## src/rtl/arpc_pkg.sv

```systemverilog
// ----------------------------------------------------------------------------
// arpc_pkg
// Shared constants and the token type that travels along the ARP cache cells.
// ----------------------------------------------------------------------------
`default_nettype none

package arpc_pkg;

	localparam int unsigned ENTRIES = 16;

	localparam logic [15:0] MIN_FRAME_BYTES = 16'd42;
	localparam logic [15:0] OPCODE_REPLY    = 16'd2;

	localparam logic [1:0] DROP_NONE      = 2'd0;
	localparam logic [1:0] DROP_SHORT     = 2'd1;
	localparam logic [1:0] DROP_NOT_REPLY = 2'd2;
	localparam logic [1:0] DROP_FULL      = 2'd3;

	localparam logic KIND_LOOKUP = 1'b0;
	localparam logic KIND_INSERT = 1'b1;

	typedef struct packed {
		logic        vld;
		logic        kind;
		logic        done;
		logic [1:0]  drop;
		logic [31:0] ip;
		logic [47:0] mac;
	} tok_t;

endpackage

`default_nettype wire

```

## src/rtl/arpc_in_if.sv

```systemverilog
// ----------------------------------------------------------------------------
// arpc_in_if
// Request channel of the ARP cache: resolve lookups and received ARP packets.
// ----------------------------------------------------------------------------
`default_nettype none

interface arpc_in_if;
	logic        valid;
	logic        ready;
	logic        mode;
	logic [31:0] lookup_ip;
	logic [15:0] frame_length;
	logic [15:0] arp_opcode;
	logic [31:0] peer_ip;
	logic [47:0] peer_mac;

	modport source (
		output valid, mode, lookup_ip, frame_length, arp_opcode, peer_ip, peer_mac,
		input  ready
	);
	modport sink (
		input  valid, mode, lookup_ip, frame_length, arp_opcode, peer_ip, peer_mac,
		output ready
	);
endinterface

`default_nettype wire

```

## src/rtl/arpc_out_if.sv

```systemverilog
// ----------------------------------------------------------------------------
// arpc_out_if
// Result channel of the ARP cache: one beat per request.
// ----------------------------------------------------------------------------
`default_nettype none

interface arpc_out_if;
	logic        valid;
	logic        ready;
	logic        hit;
	logic [47:0] resolved_mac;
	logic        request_needed;
	logic        inserted;
	logic [1:0]  drop_reason;

	modport source (
		output valid, hit, resolved_mac, request_needed, inserted, drop_reason,
		input  ready
	);
	modport sink (
		input  valid, hit, resolved_mac, request_needed, inserted, drop_reason,
		output ready
	);
endinterface

`default_nettype wire

```

## src/rtl/arpc_cell.sv

```systemverilog
// ----------------------------------------------------------------------------
// arpc_cell
// One table entry. Match or claim the entry as the token passes, then hand
// the token to the next cell.
// ----------------------------------------------------------------------------
`default_nettype none

module arpc_cell (
	input  wire logic          clk,
	input  wire logic          arst_n,
	input  wire arpc_pkg::tok_t tok_in,
	output arpc_pkg::tok_t      tok_out
);

	logic           valid_q;
	logic [31:0]    ip_q;
	logic [47:0]    mac_q;
	arpc_pkg::tok_t tok_q;
	arpc_pkg::tok_t tok_nxt;
	logic           wr;

	always_comb begin
		tok_nxt = tok_in;
		wr      = 1'b0;
		if (tok_in.vld && !tok_in.done) begin
			case (tok_in.kind)
				arpc_pkg::KIND_LOOKUP: begin
					if (valid_q && (ip_q == tok_in.ip)) begin
						tok_nxt.done = 1'b1;
						tok_nxt.mac  = mac_q;
					end
				end
				arpc_pkg::KIND_INSERT: begin
					if (!valid_q) begin
						tok_nxt.done = 1'b1;
						wr           = 1'b1;
					end
				end
				default: begin
					tok_nxt = tok_in;
				end
			endcase
		end
	end

	always_ff @(posedge clk or negedge arst_n) begin
		if (!arst_n) begin
			valid_q <= 1'b0;
			tok_q   <= '0;
		end else begin
			tok_q <= tok_nxt;
			if (wr) begin
				valid_q <= 1'b1;
			end
		end
	end

	// entry payload: written once when claimed
	always_ff @(posedge clk) begin
		if (wr) begin
			ip_q  <= tok_in.ip;
			mac_q <= tok_in.mac;
		end
	end

	assign tok_out = tok_q;

endmodule

`default_nettype wire

```

## src/rtl/arp_cache_lookup_insert_top.sv

```systemverilog
// ----------------------------------------------------------------------------
// arp_cache_lookup_insert_top
// IPv4-to-MAC cache built as a row of entry cells.
// ----------------------------------------------------------------------------
// Usage:
//   item   : request beats. mode 0 resolves lookup_ip; mode 1 offers a
//            received ARP packet (frame_length, arp_opcode, peer_ip/mac).
//   result : one beat per request: hit/resolved_mac/request_needed for a
//            lookup, inserted/drop_reason for a received packet.
//   A request enters the first cell as a token and moves one cell per
//   cycle through all ENTRIES cells (16), then into a holding register and
//   the output register, which drives the result beat. One request is in
//   flight at a time: the next item is taken only once the result has left
//   the holding register for the output register.
//   The walk along the cell row makes up most of the delay from item to result.
//   Reset clears every entry's valid flag at once; no clearing pass.
//   When the receiver stalls the result holds in the output register; the
//   next item is still taken, and its result waits in the holding register
//   until the output register frees.
// ----------------------------------------------------------------------------
`default_nettype none

module arp_cache_lookup_insert_top (
	input  wire logic clk,
	input  wire logic arst_n,
	arpc_in_if.sink   item,
	arpc_out_if.source result
);

	arpc_pkg::tok_t tok_chain [0:arpc_pkg::ENTRIES];
	arpc_pkg::tok_t tok_head;
	arpc_pkg::tok_t pend_q;
	logic           busy_q;
	logic           accept;
	logic           is_short;
	logic           not_reply;
	logic           pend_move;

	logic           out_vld_q;
	logic           hit_q;
	logic [47:0]    mac_q;
	logic           req_q;
	logic           ins_q;
	logic [1:0]     drop_q;

	assign item.ready = !busy_q;
	assign accept     = item.valid && !busy_q;

	// classify a received packet up front; a dropped one needs no cell
	assign is_short  = item.frame_length < arpc_pkg::MIN_FRAME_BYTES;
	assign not_reply = item.arp_opcode != arpc_pkg::OPCODE_REPLY;

	always_comb begin
		tok_head.vld  = accept;
		tok_head.kind = item.mode ? arpc_pkg::KIND_INSERT : arpc_pkg::KIND_LOOKUP;
		tok_head.done = item.mode && (is_short || not_reply);
		if (!item.mode) begin
			tok_head.drop = arpc_pkg::DROP_NONE;
		end else if (is_short) begin
			tok_head.drop = arpc_pkg::DROP_SHORT;
		end else if (not_reply) begin
			tok_head.drop = arpc_pkg::DROP_NOT_REPLY;
		end else begin
			tok_head.drop = arpc_pkg::DROP_NONE;
		end
		tok_head.ip  = item.mode ? item.peer_ip : item.lookup_ip;
		tok_head.mac = item.mode ? item.peer_mac : 48'd0;
	end

	assign tok_chain[0] = tok_head;

	// row of entry cells, cell 0 has priority
	for (genvar g = 0; g < arpc_pkg::ENTRIES; g++) begin : g_cell
		arpc_cell u_cell (
			.clk     (clk),
			.arst_n  (arst_n),
			.tok_in  (tok_chain[g]),
			.tok_out (tok_chain[g+1])
		);
	end

	// advance the holding register into the output register when it frees
	assign pend_move = pend_q.vld && (!out_vld_q || result.ready);

	always_ff @(posedge clk or negedge arst_n) begin
		if (!arst_n) begin
			busy_q    <= 1'b0;
			pend_q    <= '0;
			out_vld_q <= 1'b0;
		end else begin
			if (accept) begin
				busy_q <= 1'b1;
			end else if (pend_move) begin
				busy_q <= 1'b0;
			end
			if (tok_chain[arpc_pkg::ENTRIES].vld) begin
				pend_q <= tok_chain[arpc_pkg::ENTRIES];
			end else if (pend_move) begin
				pend_q.vld <= 1'b0;
			end
			if (pend_move) begin
				out_vld_q <= 1'b1;
			end else if (result.ready) begin
				out_vld_q <= 1'b0;
			end
		end
	end

	// result fields from the finished token
	always_ff @(posedge clk) begin
		if (pend_move) begin
			case (pend_q.kind)
				arpc_pkg::KIND_LOOKUP: begin
					hit_q  <= pend_q.done;
					mac_q  <= pend_q.done ? pend_q.mac : 48'd0;
					req_q  <= !pend_q.done;
					ins_q  <= 1'b0;
					drop_q <= arpc_pkg::DROP_NONE;
				end
				arpc_pkg::KIND_INSERT: begin
					hit_q <= 1'b0;
					mac_q <= 48'd0;
					req_q <= 1'b0;
					if (pend_q.drop != arpc_pkg::DROP_NONE) begin
						ins_q  <= 1'b0;
						drop_q <= pend_q.drop;
					end else begin
						ins_q  <= pend_q.done;
						drop_q <= pend_q.done ? arpc_pkg::DROP_NONE : arpc_pkg::DROP_FULL;
					end
				end
				default: begin
					hit_q  <= 1'b0;
					mac_q  <= 48'd0;
					req_q  <= 1'b0;
					ins_q  <= 1'b0;
					drop_q <= arpc_pkg::DROP_NONE;
				end
			endcase
		end
	end

	assign result.valid          = out_vld_q;
	assign result.hit            = hit_q;
	assign result.resolved_mac   = mac_q;
	assign result.request_needed = req_q;
	assign result.inserted       = ins_q;
	assign result.drop_reason    = drop_q;

endmodule

`default_nettype wire
```

## src/flat_wrapper.sv

```systemverilog
// flat-port wrapper written by rule: the top's interface ports become plain ports
module arp_cache_lookup_insert_top_flat 
  (clk, arst_n, item_valid, item_mode, item_lookup_ip, item_frame_length, item_arp_opcode, item_peer_ip, item_peer_mac, item_ready, result_valid, result_hit, result_resolved_mac, result_request_needed, result_inserted, result_drop_reason, result_ready);
  arpc_in_if item_i ();
  arpc_out_if result_i ();
  input  wire logic clk;
  input  wire logic arst_n;
  input wire logic [$bits(item_i.valid)-1:0] item_valid;
  input wire logic [$bits(item_i.mode)-1:0] item_mode;
  input wire logic [$bits(item_i.lookup_ip)-1:0] item_lookup_ip;
  input wire logic [$bits(item_i.frame_length)-1:0] item_frame_length;
  input wire logic [$bits(item_i.arp_opcode)-1:0] item_arp_opcode;
  input wire logic [$bits(item_i.peer_ip)-1:0] item_peer_ip;
  input wire logic [$bits(item_i.peer_mac)-1:0] item_peer_mac;
  output wire logic [$bits(item_i.ready)-1:0] item_ready;
  output wire logic [$bits(result_i.valid)-1:0] result_valid;
  output wire logic [$bits(result_i.hit)-1:0] result_hit;
  output wire logic [$bits(result_i.resolved_mac)-1:0] result_resolved_mac;
  output wire logic [$bits(result_i.request_needed)-1:0] result_request_needed;
  output wire logic [$bits(result_i.inserted)-1:0] result_inserted;
  output wire logic [$bits(result_i.drop_reason)-1:0] result_drop_reason;
  input wire logic [$bits(result_i.ready)-1:0] result_ready;
  assign item_i.valid = item_valid;
  assign item_i.mode = item_mode;
  assign item_i.lookup_ip = item_lookup_ip;
  assign item_i.frame_length = item_frame_length;
  assign item_i.arp_opcode = item_arp_opcode;
  assign item_i.peer_ip = item_peer_ip;
  assign item_i.peer_mac = item_peer_mac;
  assign item_ready = item_i.ready;
  assign result_valid = result_i.valid;
  assign result_hit = result_i.hit;
  assign result_resolved_mac = result_i.resolved_mac;
  assign result_request_needed = result_i.request_needed;
  assign result_inserted = result_i.inserted;
  assign result_drop_reason = result_i.drop_reason;
  assign result_i.ready = result_ready;
  arp_cache_lookup_insert_top u_core (.clk(clk), .arst_n(arst_n), .item(item_i), .result(result_i));
endmodule
```

## config.mk

```make
export PLATFORM = sky130hd
export DESIGN_NAME = arp_cache_lookup_insert_top_flat
export DESIGN_NICKNAME = d
export VERILOG_FILES = /design/src/rtl/arpc_pkg.sv /design/src/rtl/arpc_in_if.sv /design/src/rtl/arpc_out_if.sv /design/src/rtl/arpc_cell.sv /design/src/rtl/arp_cache_lookup_insert_top.sv /design/src/flat_wrapper.sv
export SDC_FILE = /design/constraint.sdc
export NUM_CORES = 2
export LEC_CHECK = 0
export ABC_CLOCK_PERIOD_IN_PS = 11000
export BUFFER_PORTS_ARGS = -buffer_cell sky130_fd_sc_hd__buf_2
export CAP_MARGIN = 20
export CORE_MARGIN = 3
export CORE_UTILIZATION = 60
export DETAILED_ROUTE_END_ITERATION = 6
export PLACE_DENSITY = 0.73
export REMOVE_ABC_BUFFERS = 1
export SYNTH_ARGS = -nofsm -noshare
export SYNTH_HDL_FRONTEND = slang
export SYNTH_SLANG_ARGS = --single-unit
```

## constraint.sdc

```tcl
create_clock -name clk -period 11 [get_ports clk]
set_clock_uncertainty 0.2 [all_clocks]
set_input_delay 0.55 -clock clk [delete_from_list [all_inputs] [get_ports clk]]
set_output_delay 0.55 -clock clk [all_outputs]
set_load 0.1 [all_outputs]
```

; After elaboration in Yosys (flattened, before gate mapping)
; Cells that the tools add are included.
; W data, S select, Z words.
[word_totals]
wordCells = 414
out_inout_bits = 55
inputBits = 149
reg_bits = 2732
[op_classes]
n_bitwise = 17
eq_ne = 17
mux = 164
reduce_logical = 60
magnitude_cmp = 1
[ops]
columns = op, n
row1 = $mux W48, 34
row2 = $mux W83, 16
row3 = $eq A32 B32 Y1, 16
row4 = $pmux W48 S2, 1
row5 = $mux W1, 87
row6 = $pmux W1 S2, 19
row7 = $logic_and A1 B1 Y1, 35
row8 = $mux W32, 1
row9 = $logic_not A1 Y1, 19
row10 = $not A1 Y1, 17
row11 = $lt A16 B6 Y1 const B, 1
row12 = $ne A16 B2 Y1 const B, 1
row13 = $mux W2, 5
row14 = $reduce_bool A2 Y1, 4
row15 = $pmux W2 S2, 1
row16 = $logic_or A1 B1 Y1, 2

; Logic depth before layout (Yosys ltp)
[logic_depth]
word_depth = 6
ltp_mapped = 10
ltp_nobuf = 6

; Modules after synthesis
; A second synthesis with hierarchy kept.
[hier_totals]
hier_cells = 4644
area_unflattened_um2 = 93636.1
[by_module_without_submodules]
columns = mod, cells_per_inst, area_per_inst_um2, seq_area_each_um2, n_inst
row1 = arpc_cell, 269, 5549.1, 4554.4, 16
row2 = arp_cache_lookup_insert_top, 340, 4850.9, 2967.8, 1

; Least setup slack after synthesis
; No wires, ideal clock.
[synth_path]
kind = input-to-reg
from = in item_arp_opcode[0]
to = reg u_core.g_cell[0].u_cell.ip_q[0] (enable)
setup_ps = 633
path_stages = 4
required_ps = 10167
path_buffers = 0
path_slack_ps = 3116
arrival_ps = 7051
path_cell_list = nor4b_1 nand4_1 o21ai_0 nor3b_1
[synth_via]
elab_chain_cells = 6
[synth_lines]
columns = element, line_no
row1 = start: declaration, flat_wrapper.sv:12  ; input wire logic [$bits(item_i.arp_opcode)-1:0] item_arp_opcode;
row2 = $ne A16 B2 Y1, arp_cache_lookup_insert_top.sv:51  ; assign not_reply = item.arp_opcode != arpc_pkg::OPCODE_REPLY;
row3 = $logic_or A1 B1 Y1, arp_cache_lookup_insert_top.sv:56  ; tok_head.done = item.mode && (is_short || not_reply);
row4 = $logic_and A1 B1 Y1, arp_cache_lookup_insert_top.sv:56
row5 = $logic_not A1 Y1, arpc_cell.sv:25  ; if (tok_in.vld && !tok_in.done) begin
row6 = $logic_and A1 B1 Y1, arpc_cell.sv:25
row7 = $mux W1, arpc_cell.sv:25
row8 = net u_core.g_cell[0].u_cell.wr, arpc_cell.sv:20  ; logic wr;
row9 = end signal: assignment, arpc_cell.sv:61  ; ip_q <= tok_in.ip;
row10 = end: declaration, arpc_cell.sv:16  ; logic [31:0] ip_q;
; The timed path passes the listed nets, and every way through them passes these cells.
; A chain may end at the register's enable or synchronous reset.

; Worst setup path after layout
[layout_path]
from = in item_arp_opcode[14]
to = reg u_core.g_cell[0].u_cell.mac_q[4] (enable)
[layout_via]
elab_chain_cells = 6
[layout_lines]
columns = element, line_no
row1 = $ne A16 B2 Y1, arp_cache_lookup_insert_top.sv:51
row2 = $logic_or A1 B1 Y1, arp_cache_lookup_insert_top.sv:56
row3 = $logic_and A1 B1 Y1, arp_cache_lookup_insert_top.sv:56
row4 = $logic_not A1 Y1, arpc_cell.sv:25
row5 = $logic_and A1 B1 Y1, arpc_cell.sv:25
row6 = $mux W1, arpc_cell.sv:25
row7 = net u_core.g_cell[0].u_cell.wr, arpc_cell.sv:20
row8 = end signal: assignment, arpc_cell.sv:62  ; mac_q <= tok_in.mac;
row9 = end: declaration, arpc_cell.sv:17  ; logic [47:0] mac_q;
; The timed path passes the listed nets, and every way through them passes these cells.

==> summary.md <==
| Metric | Value |
|---|---|
| Pwr/cell area | `200.8 nW/µm²` |
| Crit Reg-Reg Endpoint | `u_core.g_cell[14].u_cell.tok_out[44]` |
| Clock transition at path regs | `0.05 ns` |
| Crit path DAT | `3.28 ns` |
| RSZ-0062 raised after global routing | `no` |
| Slowest-stage cell, CP | `dlygate4sd3_1` |
| IO Count | `204` |
| R2R Setup Slk | `8.14 ns` |
| Worst reg2reg path depth | `7` |
| Critical path, cell by cell | `dlygate4sd3_1 > buf_2 > nor4_1 > dlygate4sd3_1 > nand4_1 > o21ai_0 > nor3b_2 > buf_4` |
| Total chip power | `21.18 mW` |
| Reg2Reg Launch Point | `u_core.g_cell[13].u_cell.tok_out[60]` |
| Max clock buf depth | `4` |
| Worst Setup SP | `item_arp_opcode[14]` |
| Commonest cells after routing, fill and taps aside | `1398 x dfrtp_1, 1333 x edfxtp_1, 759 x mux2_2` |
| Number of global-route vias before repair | `40950` |
| # diodes | `0` |
| Post-synthesis cell area | `91890 µm²` |
| Max stage delay on crit path | `0.59 ns` |
| Starting Density | `0.6085` |
| Most common cell after layout, fill and taps aside | `dfrtp_1` |
| Num rows | `142` |
| Clk sinks | `2732` |
| Worst-path fanout max | `48` |
| Worst Path Required | `11.29 ns` |
| Max-slew violation count | `0` |
| Clock root cell | `clkbuf_16` |
| Clk_lat worst skew | `0.87 ns` |
| P&R area growth vs syn | `14.75%` |
| MaxCap Viol Count | `0` |
| CP startpoint kind | `primary input` |
| H-Tree Depth | `5` |
| Period utilization | `0.2723` |
| Status | `completed` |
| Peak supply drop | `0.1770 mV` |
| Slew @ Worst Pin | `1.083 ns` |
| CP dominant cell by count | `dlygate4sd3_1` |
| Vias per Instance | `5.125` |
| Vias | `37750` |
| Avg Inst Size Synth | `19.99 µm²` |
| Leakage | `42.65 nW` |
| First-pass GRT wire length | `215200 µm` |
| Worst Setup EP | `u_core.g_cell[0].u_cell.mac_q[4]` |
| Largest net degree at the start of global routing | `197` |
| Fmax | `333.8 MHz` |
| Post-route ant nets | `0` |
| Mapped Cells | `4596` |
| CORE AREA | `151000 µm²` |
| Tot GR Track Use | `0.1675` |
| Overflow after GRT | `0` |
| Crit end category | `flop` |
| Layout Nets | `5295` |
| Min-delay worst type | `in2async` |
| Setup bufs post-CTS | `0` |
| Initial DRC count | `1501` |
| Drc violations | `0` |
| Layout cells sized above 1 | `0.2658` |
| Fin crit period | `2.995 ns` |
| Sum Neg Setup Slack | `0 ns` |
| Synth warnings | `0` |
| CTS tree | `done` |
| Initial antenna violation count | `0` |
| IO buf count | `202` |
| Hpwl dp | `76790 µm` |
| Crit Path Class | `in2reg` |
| Final RePlAce weighted congestion | `0.8103` |
| Die area | `157900 µm²` |
| Final WL | `127000 µm` |
| Die Y | `397.3 µm` |
| Post-synth cell types | `36` |
| Final Hold Viols | `0` |
| Final setup vio count | `0` |
| Seq/Total Area, Yosys | `0.8166` |
| Yosys reg bits | `2732` |
| Wire per inst | `17.24 µm` |
| Num CTS Buffers | `277` |
| Die width | `397.3 µm` |
| Rel. slew slack | `0.2778` |
| First-pass DRT Iterations | `5` |
state kept, by name (all words and copies together), names as in the netlist:
signal	cells
u_core.busy_q	1
u_core.g_cell.u_cell.ip_q	512
u_core.g_cell.u_cell.mac_q	768
u_core.g_cell.u_cell.tok_out	1328
u_core.g_cell.u_cell.valid_q	16
u_core.pend_q	53
u_core.result.drop_reason	2
u_core.result.hit	1
u_core.result.inserted	1
u_core.result.request_needed	1
u_core.result.resolved_mac	48
u_core.result.valid	1
metal layers:
layer | track usage | vias to the layer above | routed length (µm)
li1 | - | 17820 | -
met1 | 0.2217 | 18970 | 54470
met2 | 0.2784 | 631 | 63440
met5 | 0 | - | 0
met4 | 0.06726 | 0 | 4411
met3 | 0.03131 | 324 | 4654
worst min path at each step:
stage	startpoint	slack, ns	cells past startpoint	endpoint
floorplan	arst_n	0.05	0	u_core.busy_q
global placement	u_core.g_cell[14].u_cell.tok_out[81]	0.13	0	u_core.g_cell[15].u_cell.tok_out[81]
detailed placement	u_core.g_cell[14].u_cell.tok_out[81]	0.13	0	u_core.g_cell[15].u_cell.tok_out[81]
CTS	item_arp_opcode[15]	0.002	6	u_core.g_cell[0].u_cell.tok_out[82]
global route	arst_n	0.09	2	u_core.g_cell[13].u_cell.tok_out[56]
finish	arst_n	0.06	2	u_core.g_cell[13].u_cell.tok_out[56]
area by class of cell:
class,instances,area (µm²)
clock inverters,85,783.3
well taps,2016,2522
multi-input cells,1761,16520
flip-flops and latches,2732,75040
inverters,2,7.507
fillers,8984,45570
clock buffers,397,7875
repair buffers,372,2703
worst max-delay path: cells and delay by family:
kind	cells	cell delay (ns)
and+or+nand+nor	3	0.58
AOI/OAI and AO/OA	1	0.31
buffers and inverters	4	1.80
metrics by stage:
stage,cells,instance area [µm²],worst slack (ns),utilization,hold WS (ns)
after floorplan,4495,91440,3.116,-,0.05441
after global placement,6760,95530,6.924,0.6326,0.1350
after detailed placement,6760,95530,6.846,0.6326,0.1347
after CTS,7362,105400,7.785,0.6978,0.002277
after global routing,7365,105400,7.721,0.6982,0.09335
final,7365,105400,8.005,0.6982,0.06389
cells in the mapped netlist:
master	number	area [µm²]
dfrtp_1	1399	35010
edfxtp_1	1333	40030
mux2_2	759	8547
xor2_1	451	3950
nor4_1	118	738.2
and2_1	98	613.1
xnor2_1	61	534.3
a21o_1	48	360.4
nand4_1	48	300.3
buf_1	47	176.4
nor2_1	35	131.4
buf_2	34	170.2
mux2_1	30	337.8
nand2_1	18	67.56
nand2b_1	17	106.4
clkbuf_1	15	56.30
mux2_4	15	225.2
nand3b_1	15	112.6
nand4bb_1	15	168.9
nor3_1	15	75.07
buf_6	4	45.04
o21ai_0	3	15.01
inv_1	2	7.510
nor2b_1	2	12.51
o21a_1	2	15.01
o21bai_1	2	15.01
a21oi_1	1	5.000
a31o_2	1	8.760
buf_4	1	7.510
nand3_1	1	5.000
nand4b_1	1	8.760
nor2_2	1	6.260
nor3b_1	1	7.510
nor4b_1	1	8.760
nor4bb_1	1	10.01
or2_1	1	6.260
kinds of logic (layout without fill, tap and decap cells):
family	count (synthesis)	count (layout)	share of synthesized area
DFF	2732	2732	0.8166
muxes	804	804	0.09914
xor gates and xnor gates	512	512	0.04880
and+or+nand+nor	388	388	0.02588
buffers and inverters	103	856	0.005038
AOI/OAI and AO/OA	57	57	0.004561
report_power, final:
group	total [mW]	switching [mW]	leakage [nW]	internal, mW
Combinational	0.792	0.445	8.90	0.347
Clock	8.79	3.50	4.23	5.29
Sequential	11.6	0.320	29.5	11.3
repair_timing:
item                                   in CTS  in global routing
hold buffers                              120                  0
resized for setup                           0                  0
endpoints found under the hold margin     306                  0
Note: power is estimated with default switching activity, not from simulation.
